**config.mk**
```make
export PLATFORM = sky130hd
export DESIGN_NAME = record_block_deserializer
export DESIGN_NICKNAME = d
export VERILOG_FILES = /design/src/hdl/rbd_pkg.sv /design/src/hdl/rbd_outbuf.sv /design/src/hdl/record_block_deserializer.sv
export SDC_FILE = /design/constraint.sdc
export NUM_CORES = 1
export LEC_CHECK = 0
export CAP_MARGIN = 10
export CORE_UTILIZATION = 35
export CTS_BUF_LIST = sky130_fd_sc_hd__clkbuf_4 sky130_fd_sc_hd__clkbuf_8 sky130_fd_sc_hd__clkbuf_16
export DETAILED_ROUTE_END_ITERATION = 12
export DONT_BUFFER_PORTS = 1
export GPL_ROUTABILITY_DRIVEN = 0
export SETUP_SLACK_MARGIN = 0.1
export SYNTH_ARGS = -nofsm -noshare
export SYNTH_HDL_FRONTEND = slang
export SYNTH_SLANG_ARGS = --single-unit
```
**constraint.sdc**
```tcl
create_clock -name clk -period 22.4 [get_ports clk]
set_input_delay 1.12 -clock clk [delete_from_list [all_inputs] [get_ports clk]]
set_output_delay 1.12 -clock clk [all_outputs]
set_load 0.02 [all_outputs]
```
**src/hdl/rbd_pkg.sv**
```systemverilog
// shared types and constants for the record block deserializer
`default_nettype none
package rbd_pkg;

	localparam int MAX_FIELDS     = 16;
	localparam int DATE_BYTES     = 8;
	localparam int DATETIME_BYTES = 14;

	// field type codes
	localparam logic [2:0] FT_I1       = 3'd0;
	localparam logic [2:0] FT_I2       = 3'd1;
	localparam logic [2:0] FT_I4       = 3'd2;
	localparam logic [2:0] FT_I8       = 3'd3;
	localparam logic [2:0] FT_NULLSTR  = 3'd4;
	localparam logic [2:0] FT_LENSTR   = 3'd5;
	localparam logic [2:0] FT_DATE     = 3'd6;
	localparam logic [2:0] FT_DATETIME = 3'd7;

	// configuration register indexes
	localparam logic [1:0] CFG_FIELD_COUNT = 2'd0;
	localparam logic [1:0] CFG_TYPE_LIST   = 2'd1;

	localparam int CFG_DATA_W = 45;

	typedef enum logic [1:0] {
		PH_HEADER,
		PH_FIELD,
		PH_CHARS
	} phase_t;

	typedef struct packed {
		logic [7:0]  record_index;
		logic [3:0]  field_index;
		logic [2:0]  field_type;
		logic [63:0] int_value;
		logic [7:0]  char_byte;
		logic        char_valid;
		logic        field_end;
		logic        record_end;
		logic        block_end;
	} result_t;

endpackage
`default_nettype wire

```
**src/hdl/rbd_outbuf.sv**
```systemverilog
// result register with skid entry so the input side keeps moving under a stall
`default_nettype none
module rbd_outbuf
	import rbd_pkg::*;
(
	input  wire logic    clk,
	input  wire logic    arst_n,
	input  wire logic    push,
	input  wire result_t push_data,
	output logic         push_ready,
	output logic         out_valid,
	input  wire logic    out_ready,
	output result_t      out_data
);

	logic    out_valid_q;
	logic    skid_valid_q;
	result_t out_data_q;
	result_t skid_data_q;
	logic    pop;

	assign pop        = out_valid_q && out_ready;
	assign push_ready = !skid_valid_q;
	assign out_valid  = out_valid_q;
	assign out_data   = out_data_q;

	always_ff @(posedge clk or negedge arst_n) begin
		if (!arst_n) begin
			out_valid_q  <= 1'b0;
			skid_valid_q <= 1'b0;
		end else if (skid_valid_q) begin
			if (pop) begin
				skid_valid_q <= 1'b0;
			end
		end else if (push) begin
			if (out_valid_q && !pop) begin
				skid_valid_q <= 1'b1;
			end else begin
				out_valid_q <= 1'b1;
			end
		end else if (pop) begin
			out_valid_q <= 1'b0;
		end
	end

	always_ff @(posedge clk) begin
		if (skid_valid_q) begin
			if (pop) begin
				out_data_q <= skid_data_q;
			end
		end else if (push) begin
			if (out_valid_q && !pop) begin
				skid_data_q <= push_data;
			end else begin
				out_data_q <= push_data;
			end
		end
	end

endmodule
`default_nettype wire

```
**src/hdl/record_block_deserializer.sv**
```systemverilog
// top level: byte stream of record blocks in, one field event per result out
//
// in channel: one data_byte per request (in_valid/in_ready). the first byte
// of a block is its unsigned record count; each record is a 4-byte id
// followed by the configured fields.
// out channel: one result per request (out_valid/out_ready); integer fields give one result
// on their last byte, text and date fields one per character, the last one marked field_end,
// and zero-ended text an end mark on its zero byte; a zero record count gives one block_end.
// cfg channel: cfg_index 0 writes user_field_count, 1 writes field_type_list;
// write only while no result is waiting, the next byte sees the new value.
// cfg_ready is always high.
// result: registered in the result buffer when its byte is taken.
// throughput: one byte per cycle while in_ready is high, set by the single decode stage
// between the parser state registers and the result register.
// stall: a two-entry result buffer takes one more result while the receiver
// holds off; in_ready drops when both entries are full.
// reset: parser waits for a block header, registers read zero, output empty.
`default_nettype none
module record_block_deserializer
	import rbd_pkg::*;
(
	input  wire logic                    clk,
	input  wire logic                    arst_n,
	input  wire logic                    in_valid,
	output logic                         in_ready,
	input  wire logic [7:0]              data_byte,
	output logic                         out_valid,
	input  wire logic                    out_ready,
	output logic [7:0]                   record_index,
	output logic [3:0]                   field_index,
	output logic [2:0]                   field_type,
	output logic signed [63:0]           int_value,
	output logic [7:0]                   char_byte,
	output logic                         char_valid,
	output logic                         field_end,
	output logic                         record_end,
	output logic                         block_end,
	input  wire logic                    cfg_valid,
	output logic                         cfg_ready,
	input  wire logic [1:0]              cfg_index,
	input  wire logic [CFG_DATA_W-1:0]   cfg_data
);

	logic [3:0]            user_field_count_q;
	logic [CFG_DATA_W-1:0] field_type_list_q;

	phase_t      phase_q, phase_n;
	logic [7:0]  records_total_q, records_total_n;
	logic [7:0]  record_count_q, record_count_n;
	logic [3:0]  field_pos_q, field_pos_n;
	logic [7:0]  byte_count_q, byte_count_n;
	logic [7:0]  string_length_q, string_length_n;
	logic [63:0] accumulator_q, accumulator_n;

	logic        in_accept;
	logic        res_vld;
	result_t     res;
	result_t     out_data;
	logic [2:0]  ftype;
	logic [4:0]  fields_per_rec;
	logic [63:0] acc_tmp;
	logic [7:0]  bc_inc;
	logic [3:0]  fp_inc;
	logic [7:0]  rc_inc;
	logic        e_fend;
	logic        e_chv;
	logic [7:0]  e_ch;
	logic [63:0] e_ival;

	assign cfg_ready = 1'b1;
	assign in_accept = in_valid && in_ready;

	// configuration registers
	always_ff @(posedge clk or negedge arst_n) begin
		if (!arst_n) begin
			user_field_count_q <= '0;
			field_type_list_q  <= '0;
		end else if (cfg_valid) begin
			case (cfg_index)
				CFG_FIELD_COUNT: user_field_count_q <= cfg_data[3:0];
				CFG_TYPE_LIST:   field_type_list_q  <= cfg_data;
				default: ;
			endcase
		end
	end

	// type of the current field, the id is always a 4-byte integer
	always_comb begin
		ftype = FT_I4;
		for (int k = 1; k < 16; k++) begin
			if (field_pos_q == 4'(k)) begin
				ftype = field_type_list_q[3*(k-1) +: 3];
			end
		end
	end

	always_comb begin
		if ({1'b0, user_field_count_q} + 5'd1 > 5'(MAX_FIELDS)) begin
			fields_per_rec = 5'(MAX_FIELDS);
		end else begin
			fields_per_rec = {1'b0, user_field_count_q} + 5'd1;
		end
	end

	assign bc_inc = (byte_count_q < 8'd255) ? byte_count_q + 8'd1 : byte_count_q;

	// place the new byte into the accumulator lane
	always_comb begin
		acc_tmp = accumulator_q;
		for (int i = 0; i < 8; i++) begin
			if (byte_count_q == 8'(i)) begin
				acc_tmp[8*i +: 8] = accumulator_q[8*i +: 8] | data_byte;
			end
		end
	end

	// next state and result
	always_comb begin
		phase_n         = phase_q;
		records_total_n = records_total_q;
		record_count_n  = record_count_q;
		field_pos_n     = field_pos_q;
		byte_count_n    = byte_count_q;
		string_length_n = string_length_q;
		accumulator_n   = accumulator_q;
		res_vld         = 1'b0;
		res             = '0;
		e_fend          = 1'b0;
		e_chv           = 1'b0;
		e_ch            = '0;
		e_ival          = '0;
		fp_inc          = field_pos_q + 4'd1;
		rc_inc          = record_count_q + 8'd1;

		if (phase_q == PH_HEADER) begin
			if (data_byte == 8'd0) begin
				res_vld         = 1'b1;
				res.block_end   = 1'b1;
			end else begin
				records_total_n = data_byte;
				record_count_n  = '0;
				field_pos_n     = '0;
				byte_count_n    = '0;
				string_length_n = '0;
				accumulator_n   = '0;
				phase_n         = PH_FIELD;
			end
		end else begin
			case (ftype)
				FT_I1, FT_I2, FT_I4, FT_I8: begin
					if ({1'b0, byte_count_q} + 9'd1 >= (9'd1 << ftype[1:0])) begin
						res_vld = 1'b1;
						e_fend  = 1'b1;
						case (ftype)
							FT_I1:   e_ival = {{56{acc_tmp[7]}}, acc_tmp[7:0]};
							FT_I2:   e_ival = {{48{acc_tmp[15]}}, acc_tmp[15:0]};
							FT_I4:   e_ival = {{32{acc_tmp[31]}}, acc_tmp[31:0]};
							default: e_ival = acc_tmp;
						endcase
					end else begin
						accumulator_n = acc_tmp;
						byte_count_n  = bc_inc;
					end
				end
				FT_NULLSTR: begin
					res_vld = 1'b1;
					if (data_byte == 8'd0) begin
						e_fend = 1'b1;
					end else begin
						e_chv = 1'b1;
						e_ch  = data_byte;
					end
				end
				FT_LENSTR: begin
					if (phase_q != PH_CHARS) begin
						string_length_n = data_byte;
						byte_count_n    = '0;
						if (data_byte == 8'd0) begin
							res_vld = 1'b1;
							e_fend  = 1'b1;
						end else begin
							phase_n = PH_CHARS;
						end
					end else begin
						byte_count_n = bc_inc;
						res_vld      = 1'b1;
						e_chv        = 1'b1;
						e_ch         = data_byte;
						e_fend       = bc_inc >= string_length_q;
					end
				end
				FT_DATE: begin
					byte_count_n = bc_inc;
					res_vld      = 1'b1;
					e_chv        = 1'b1;
					e_ch         = data_byte;
					e_fend       = bc_inc >= 8'(DATE_BYTES);
				end
				FT_DATETIME: begin
					byte_count_n = bc_inc;
					res_vld      = 1'b1;
					e_chv        = 1'b1;
					e_ch         = data_byte;
					e_fend       = bc_inc >= 8'(DATETIME_BYTES);
				end
				default: ;
			endcase

			if (res_vld) begin
				res.record_index = record_count_q;
				res.field_index  = field_pos_q;
				res.field_type   = ftype;
				res.int_value    = e_ival;
				res.char_byte    = e_ch;
				res.char_valid   = e_chv;
				res.field_end    = e_fend;
				if (e_fend) begin
					byte_count_n    = '0;
					accumulator_n   = '0;
					string_length_n = '0;
					phase_n         = PH_FIELD;
					// wrap past the last position also closes the record
					if (fp_inc == 4'd0 || {1'b0, fp_inc} >= fields_per_rec) begin
						res.record_end = 1'b1;
						field_pos_n    = '0;
						if (rc_inc >= records_total_q) begin
							res.block_end  = 1'b1;
							phase_n        = PH_HEADER;
							record_count_n = '0;
						end else begin
							record_count_n = rc_inc;
						end
					end else begin
						field_pos_n = fp_inc;
					end
				end
			end
		end
	end

	always_ff @(posedge clk or negedge arst_n) begin
		if (!arst_n) begin
			phase_q         <= PH_HEADER;
			records_total_q <= '0;
			record_count_q  <= '0;
			field_pos_q     <= '0;
			byte_count_q    <= '0;
			string_length_q <= '0;
			accumulator_q   <= '0;
		end else if (in_accept) begin
			phase_q         <= phase_n;
			records_total_q <= records_total_n;
			record_count_q  <= record_count_n;
			field_pos_q     <= field_pos_n;
			byte_count_q    <= byte_count_n;
			string_length_q <= string_length_n;
			accumulator_q   <= accumulator_n;
		end
	end

	rbd_outbuf u_outbuf (
		.clk        (clk),
		.arst_n     (arst_n),
		.push       (in_accept && res_vld),
		.push_data  (res),
		.push_ready (in_ready),
		.out_valid  (out_valid),
		.out_ready  (out_ready),
		.out_data   (out_data)
	);

	assign record_index = out_data.record_index;
	assign field_index  = out_data.field_index;
	assign field_type   = out_data.field_type;
	assign int_value    = $signed(out_data.int_value);
	assign char_byte    = out_data.char_byte;
	assign char_valid   = out_data.char_valid;
	assign field_end    = out_data.field_end;
	assign record_end   = out_data.record_end;
	assign block_end    = out_data.block_end;

	// a full skid entry only exists behind a held result
	a_skid_behind_out: assert property (@(posedge clk) disable iff (!arst_n)
		!in_ready |-> out_valid)
		else $error("skid entry full with empty output register");

	// waiting for a header means positions were rewound
	a_header_clean: assert property (@(posedge clk) disable iff (!arst_n)
		phase_q == PH_HEADER |-> (record_count_q == 8'd0 && field_pos_q == 4'd0))
		else $error("header phase with stale record or field position");

	// character phase is only entered on a nonzero length prefix
	a_chars_len: assert property (@(posedge clk) disable iff (!arst_n)
		phase_q == PH_CHARS |-> string_length_q != 8'd0)
		else $error("character phase with zero string length");

	// a block end request closes a field, or is the bare end of an empty block
	a_bend_result: assert property (@(posedge clk) disable iff (!arst_n)
		(out_valid && block_end) |-> (field_end || (record_index == 8'd0 && !char_valid)))
		else $error("block end without field end on a nonempty block");

endmodule
`default_nettype wire

```
# Yosys cells after proc, flatten, opt, wreduce, memory -nomap -nowiden
# Cells that the tools add are included.
# totals
latchBits	0
register_bits	335
elab_cells	215
mem_bits_ro	0
mem_bits_rw	0
n_memories	0
# op_classes
n_reduce_logical	30
n_mux	97
eq_ne	35
magnitude_cmp	8
add_sub_neg	5
div_mod_pow	0
shifts	1
mul	0
bitwise_logic	10
# op_table
op	count
$mux 64	8
$mux 91	5
$mux 8	27
$pmux 64 s3	1
$mux 90	1
$or 8x8->8	8
$pmux 8 s3	2
$mux 3	15
$eq 4x4->1 const B	8
$eq 8x3->1 const B	4
$mux 1	20
$mux 4	5
$mux 2	9
$add 8x1->8 const B	2
$eq 4x3->1 const B	4
$eq 8x2->1 const B	2
$ge 8x4->1 const B	2
$ge 8x8->1	2
$logic_not 8->1	2
$eq 3x3->1 const B	4
$reduce_and 3->1	4
$reduce_bool 2->1	5
$add 8x1->9 const B	1
$ge 9x9->1	1
30 further kinds	44

# Depth between registers and ports, before layout
# logic_depth
depth_word	27
mapped_depth	27

# By module
# From an unflattened synthesis, not the netlist that was laid out.
# hier_totals
cells_unflattened	1288
hier_area_um2	15600.0
# by_module_without_submodules
mod	n_inst	seq_area_each_um2	area_per_inst_um2	cells_per_inst
record_block_deserializer	1	3778.6	8821.0	993
rbd_outbuf	1	5515.3	6779.0	295

# Least setup slack after synthesis
# No wires, ideal clock.
# synth_path
path_type	register -> register
start	reg field_pos_q[0]
end	reg u_outbuf.skid_data_q[0] in the netlist's numbering (enable)
setup_slack_ns	11.451
n_path_buf	2
required_time_ns	21.730
setup_ns	0.670
synth_period_minus_slack_ns	10.949
stages_incl_launch_ff	22
arrival_time_ns	10.279
path_cell_list	dfrtp_1 > inv_1 > ha_1 > buf_6 > nor2b_1 > or4_1 > a31o_1 > nor2b_4 > or2_1 > clkbuf_1 > nand2_1 > inv_1 > ha_1 > nand2b_1 > a211o_1 > o211ai_1 > nand3_1 > nor3_1 > a311oi_2 > nand2b_1 > nand2_1 > nor3b_1
# synth_via
elab_chain_len	24
elab_cells_between_ends	48
classes_between	order compare (1); eq/ne (22); shift (1); mux (19); reduce/logical (5)
# synth_rtl
item	line_no	source
from (decl)	record_block_deserializer.sv:50	logic [3:0] field_pos_q, field_pos_n;
from (signal assigned)	record_block_deserializer.sv:254	field_pos_q <= field_pos_n;
$eq 4x1->1	record_block_deserializer.sv:91	if (field_pos_q == 4'(k)) begin
$mux 3 (14 in series)	record_block_deserializer.sv:91	
$mux 3 (*)	record_block_deserializer.sv:91	
$shl 1x2->9	record_block_deserializer.sv:151	if ({1'b0, byte_count_q} + 9'd1 >= (9'd1 << ftype[1:0])) begin
$ge 9x9->1	record_block_deserializer.sv:151	
$mux 1	record_block_deserializer.sv:151	
$pmux 1 s3 (*)	record_block_deserializer.sv:149	case (ftype)
$mux 1 (*) (2 in series)	record_block_deserializer.sv:135	if (phase_q == PH_HEADER) begin
$logic_and 1x1->1 (*)	record_block_deserializer.sv:264	.push (in_accept && res_vld),
$reduce_and 3->1 (no line) (*)	n/a	
to (signal assigned)	rbd_outbuf.sv:53	skid_data_q <= push_data;
to (decl)	rbd_outbuf.sv:19	result_t skid_data_q;
# Every way passes the cells marked *; elsewhere a longest branch is shown, timed or not. The select of a mux whose other input is x is not followed.
# A chain may end at the register's enable or synchronous reset.

# Worst setup path after layout
# layout_path
start	reg field_pos_q[0]
end	reg u_outbuf.skid_data_q[42] in the netlist's numbering (enable)
# Same word-level chain as after synthesis.

==> impl_results.md <==
- Synth cell count leaders: a21oi_1, edfxtp_1, dfrtp_1, nor2_1, mux2_2
- Top post-synthesis cells by area: edfxtp_1, dfrtp_1, mux2_2
- Pwr dens: 173 nW/µm²
- Initial DRC count: 760
- Setup CP Type: reg -> reg
- Cell area after layout: 17200 µm²
- Final Skew: 0.0233 ns
- Post-synth cell types: 73
- Outcome: finished clean
- Max IR drop VDD: 0.138 mV
- Final Cycle Share: 26.8%
- Worst path most repeated cell: nand2_1
- RSZ-0062 raised after global routing: false
- Synth warn: 0
- Antenna viol nets, final: 0
- First-pass GRT wire length: 57.6 mm
- Mapped Cells: 1326
- HP Class: in -> async
- Reg2reg setup slack: 16.39 ns
- Startpoint Class: flop
- ANT cells: 0
- Nets: 1371
- Worst-Skew Late Latency: 0.53 ns
- Crit-path max cell delay: 0.76 ns
- Die Area: 45000 µm²
- PostCTS Resize Cnt: 0
- Fillers: 4128
- Crit path capture type: flop
- Final Max Slew Viols: 0
- Port bufs: 0
- CP Launch Point: field_pos_q[0]
- Die W: 212 µm
- Critical path cell sequence: inv_1, ha_1, nor2_1, a221oi_1, o21ai_0, o21ai_0, nand2_1, nand2_1, inv_1, ha_1, nand2b_1, a211o_1, o211ai_1, nand3_1, nor3_1, clkbuf_4, a311oi_2, buf_4, nand2b_1, nand2_1, nor3b_2, buf_4
- Buf/Inv on CP: 5
- Synth Net Count: 1420
- Top-area cell type share of the netlist area: 35.4%
- DP Worst Slack: 16.16 ns
- Cell Area, Synth: 15500 µm²
- Grt ovf: 0
- Vias in the first global route: 9948
- Cell depth of the worst setup path: 22
- IO Pins: 154
- Site Rows: 76
- Reg2reg path depth: 22
- Yosys reg bits: 335
- Synth Flop Type: edfxtp_1
- Core area: 43300 µm²
- Final wirelength: 36.5 mm
- Layout Area Growth over Synthesis: 11.4%
- Final min period: 6.01 ns
- Clock-pin transition on the worst setup and hold timing paths: 0.06 ns
- Largest net degree at the start of global routing: 154
- TNS Setup: 0 ns
- WHS: 0.309 ns
- Avg Cell Area, Syn: 11.7 µm²
- Root Buffer: clkbuf_16
- Sequential share of the synthesized area: 60.2%
- Clock buffer depth: 3
- Max-cap viol count: 0
- WP data required: 22.54 ns
- Clock sinks: 335
- Final WS setup: 16.39 ns
- Final setup fails: 0
- Leak pwr: 6.82 nW
- Critical path capture point: u_outbuf.skid_data_q[42]
- Placed cell area: 15900 µm²
- R2r startpoint: field_pos_q[0]
- Vias/cell: 5.34
- Post-CTS Setup Inserts: 0
- WP data arrival: 6.16 ns
- TritonCTS Buffers: 36
- Post-synth EDFFs: 182
- Drt first pass iters: 5
- Async S/R FF share, synth: 45.7%
- CTS tree: done
- Layout cells sized above 1: 15.1%
- Initial antenna violation count: 0
- Max Freq: 166 MHz
- Vias after detailed routing: 10100
- Starting density of the core: 35.7%
- Hold-fix buffers at CTS: 0
- CP top delay family: simple AND/OR/NAND/NOR gates
- Slew HR: 36.9%
- RR Endpoint: u_outbuf.skid_data_q[42]
- Final HPWL DP: 23.8 mm
- Worst Tran Pin Value: 0.946 ns
- Die Span Y: 212 µm
- Crit-path slowest cell: ha_1
- H-tree depth: 2
- Global-route usage over all layers: 16.4%
- Area leader, netlist: edfxtp_1
- Crit path max fanout: 52
- Top-count cell post-synth: a21oi_1
- Hold Vio Cnt, Final: 0
- Total power draw: 2.97 mW
- Routed len/inst: 19.3 µm
- Residual DRC: 0
## cell families after synthesis
logic type	after synthesis	share of synthesized area [%]
AOI/OAI and AO/OA	374	14.9
DFF	335	60.2
and+or+nand+nor	331	10.3
buffers and inverters	140	3.77
muxes	102	7.49
adders and majority gates	34	2.75
xor gates and xnor gates	9	0.510
other	1	0.0243
## final cells by class
class                           instances  area (µm²)  area share (%)
Clock buffer                           49        1050            6.09
Clock inverter                         16         277            1.61
Inverter                               39         146           0.851
Multi-Input combinational cell        851        5600            32.5
Sequential cell                       335        9290            54.0
Tap cell                              585         732            4.25
Timing Repair Buffer                   14         118           0.683
## power breakdown
group | internal [mW] | switching, mW
registers | 0.982 | 0.212
clock network | 0.411 | 0.246
logic | 0.384 | 0.737
## layer usage
| layer | global-route usage [%] | wire length [µm] | part of all wire (%) |
|---|---|---|---|
| met1 | 22.0 | 15900 | 44 |
| met3 | 4.06 | 2510 | 6.9 |
| met2 | 26.3 | 17200 | 47 |
| met5 | 0 | 0 | 0 |
| met4 | 4.85 | 849 | 2.3 |
## sequential cells by signal, indices dropped and copies added (netlist names)
register	count
string_length_q	8
u_outbuf.out_valid	1
record_count_q	8
field_pos_q	4
byte_count_q	8
field_type_list_q	45
user_field_count_q	4
phase_q	2
accumulator_q	64
u_outbuf.skid_valid_q	1
u_outbuf.out_data	91
records_total_q	8
u_outbuf.skid_data_q	91
## cells in the final DEF, fill, tap and decap left out, types with 4 or more instances in the layout
cell	count
nor2_1	100
xor2_1	4
clkinv_2	5
and3_1	13
nor3b_1	4
buf_4	12
nand2_1	92
bufinv_16	7
a21o_1	9
and2_1	35
nor3_1	7
o41ai_1	4
inv_1	38
nand2b_1	19
mux2_2	98
edfxtp_1	182
clkbuf_8	5
xnor2_1	5
a31oi_1	8
nor2b_1	14
o21ai_0	32
or4_1	4
dfrtp_1	153
or2_2	4
clkbuf_16	37
nand3b_1	5
clkbuf_4	8
ha_1	34
o31ai_1	10
nand3_1	15
a22o_1	52
a21oi_1	211
## worst min path at each step
| stage | to | cells past startpoint | slack (ns) | startpoint |
|---|---|---|---|---|
| final | records_total_q[7] | 0 | 0.31 | arst_n |
| after global routing | record_count_q[4] | 0 | 0.28 | arst_n |
| after CTS | phase_q[0] | 0 | 0.28 | arst_n |
| after detailed placement | accumulator_q[3] | 2 | 0.48 | accumulator_q[3] |
| after global placement | accumulator_q[26] | 2 | 0.48 | accumulator_q[26] |
| after floorplan | accumulator_q[0] | 2 | 0.46 | accumulator_q[0] |
## through the flow
step	cells	utilization, %
detailed placement	1822	36.7
global placement	1822	36.7
global route	1889	39.8
finish	1889	39.8
floorplan	1326	-
CTS	1887	39.7
No activity file was read; power rests on OpenSTA's default activity.
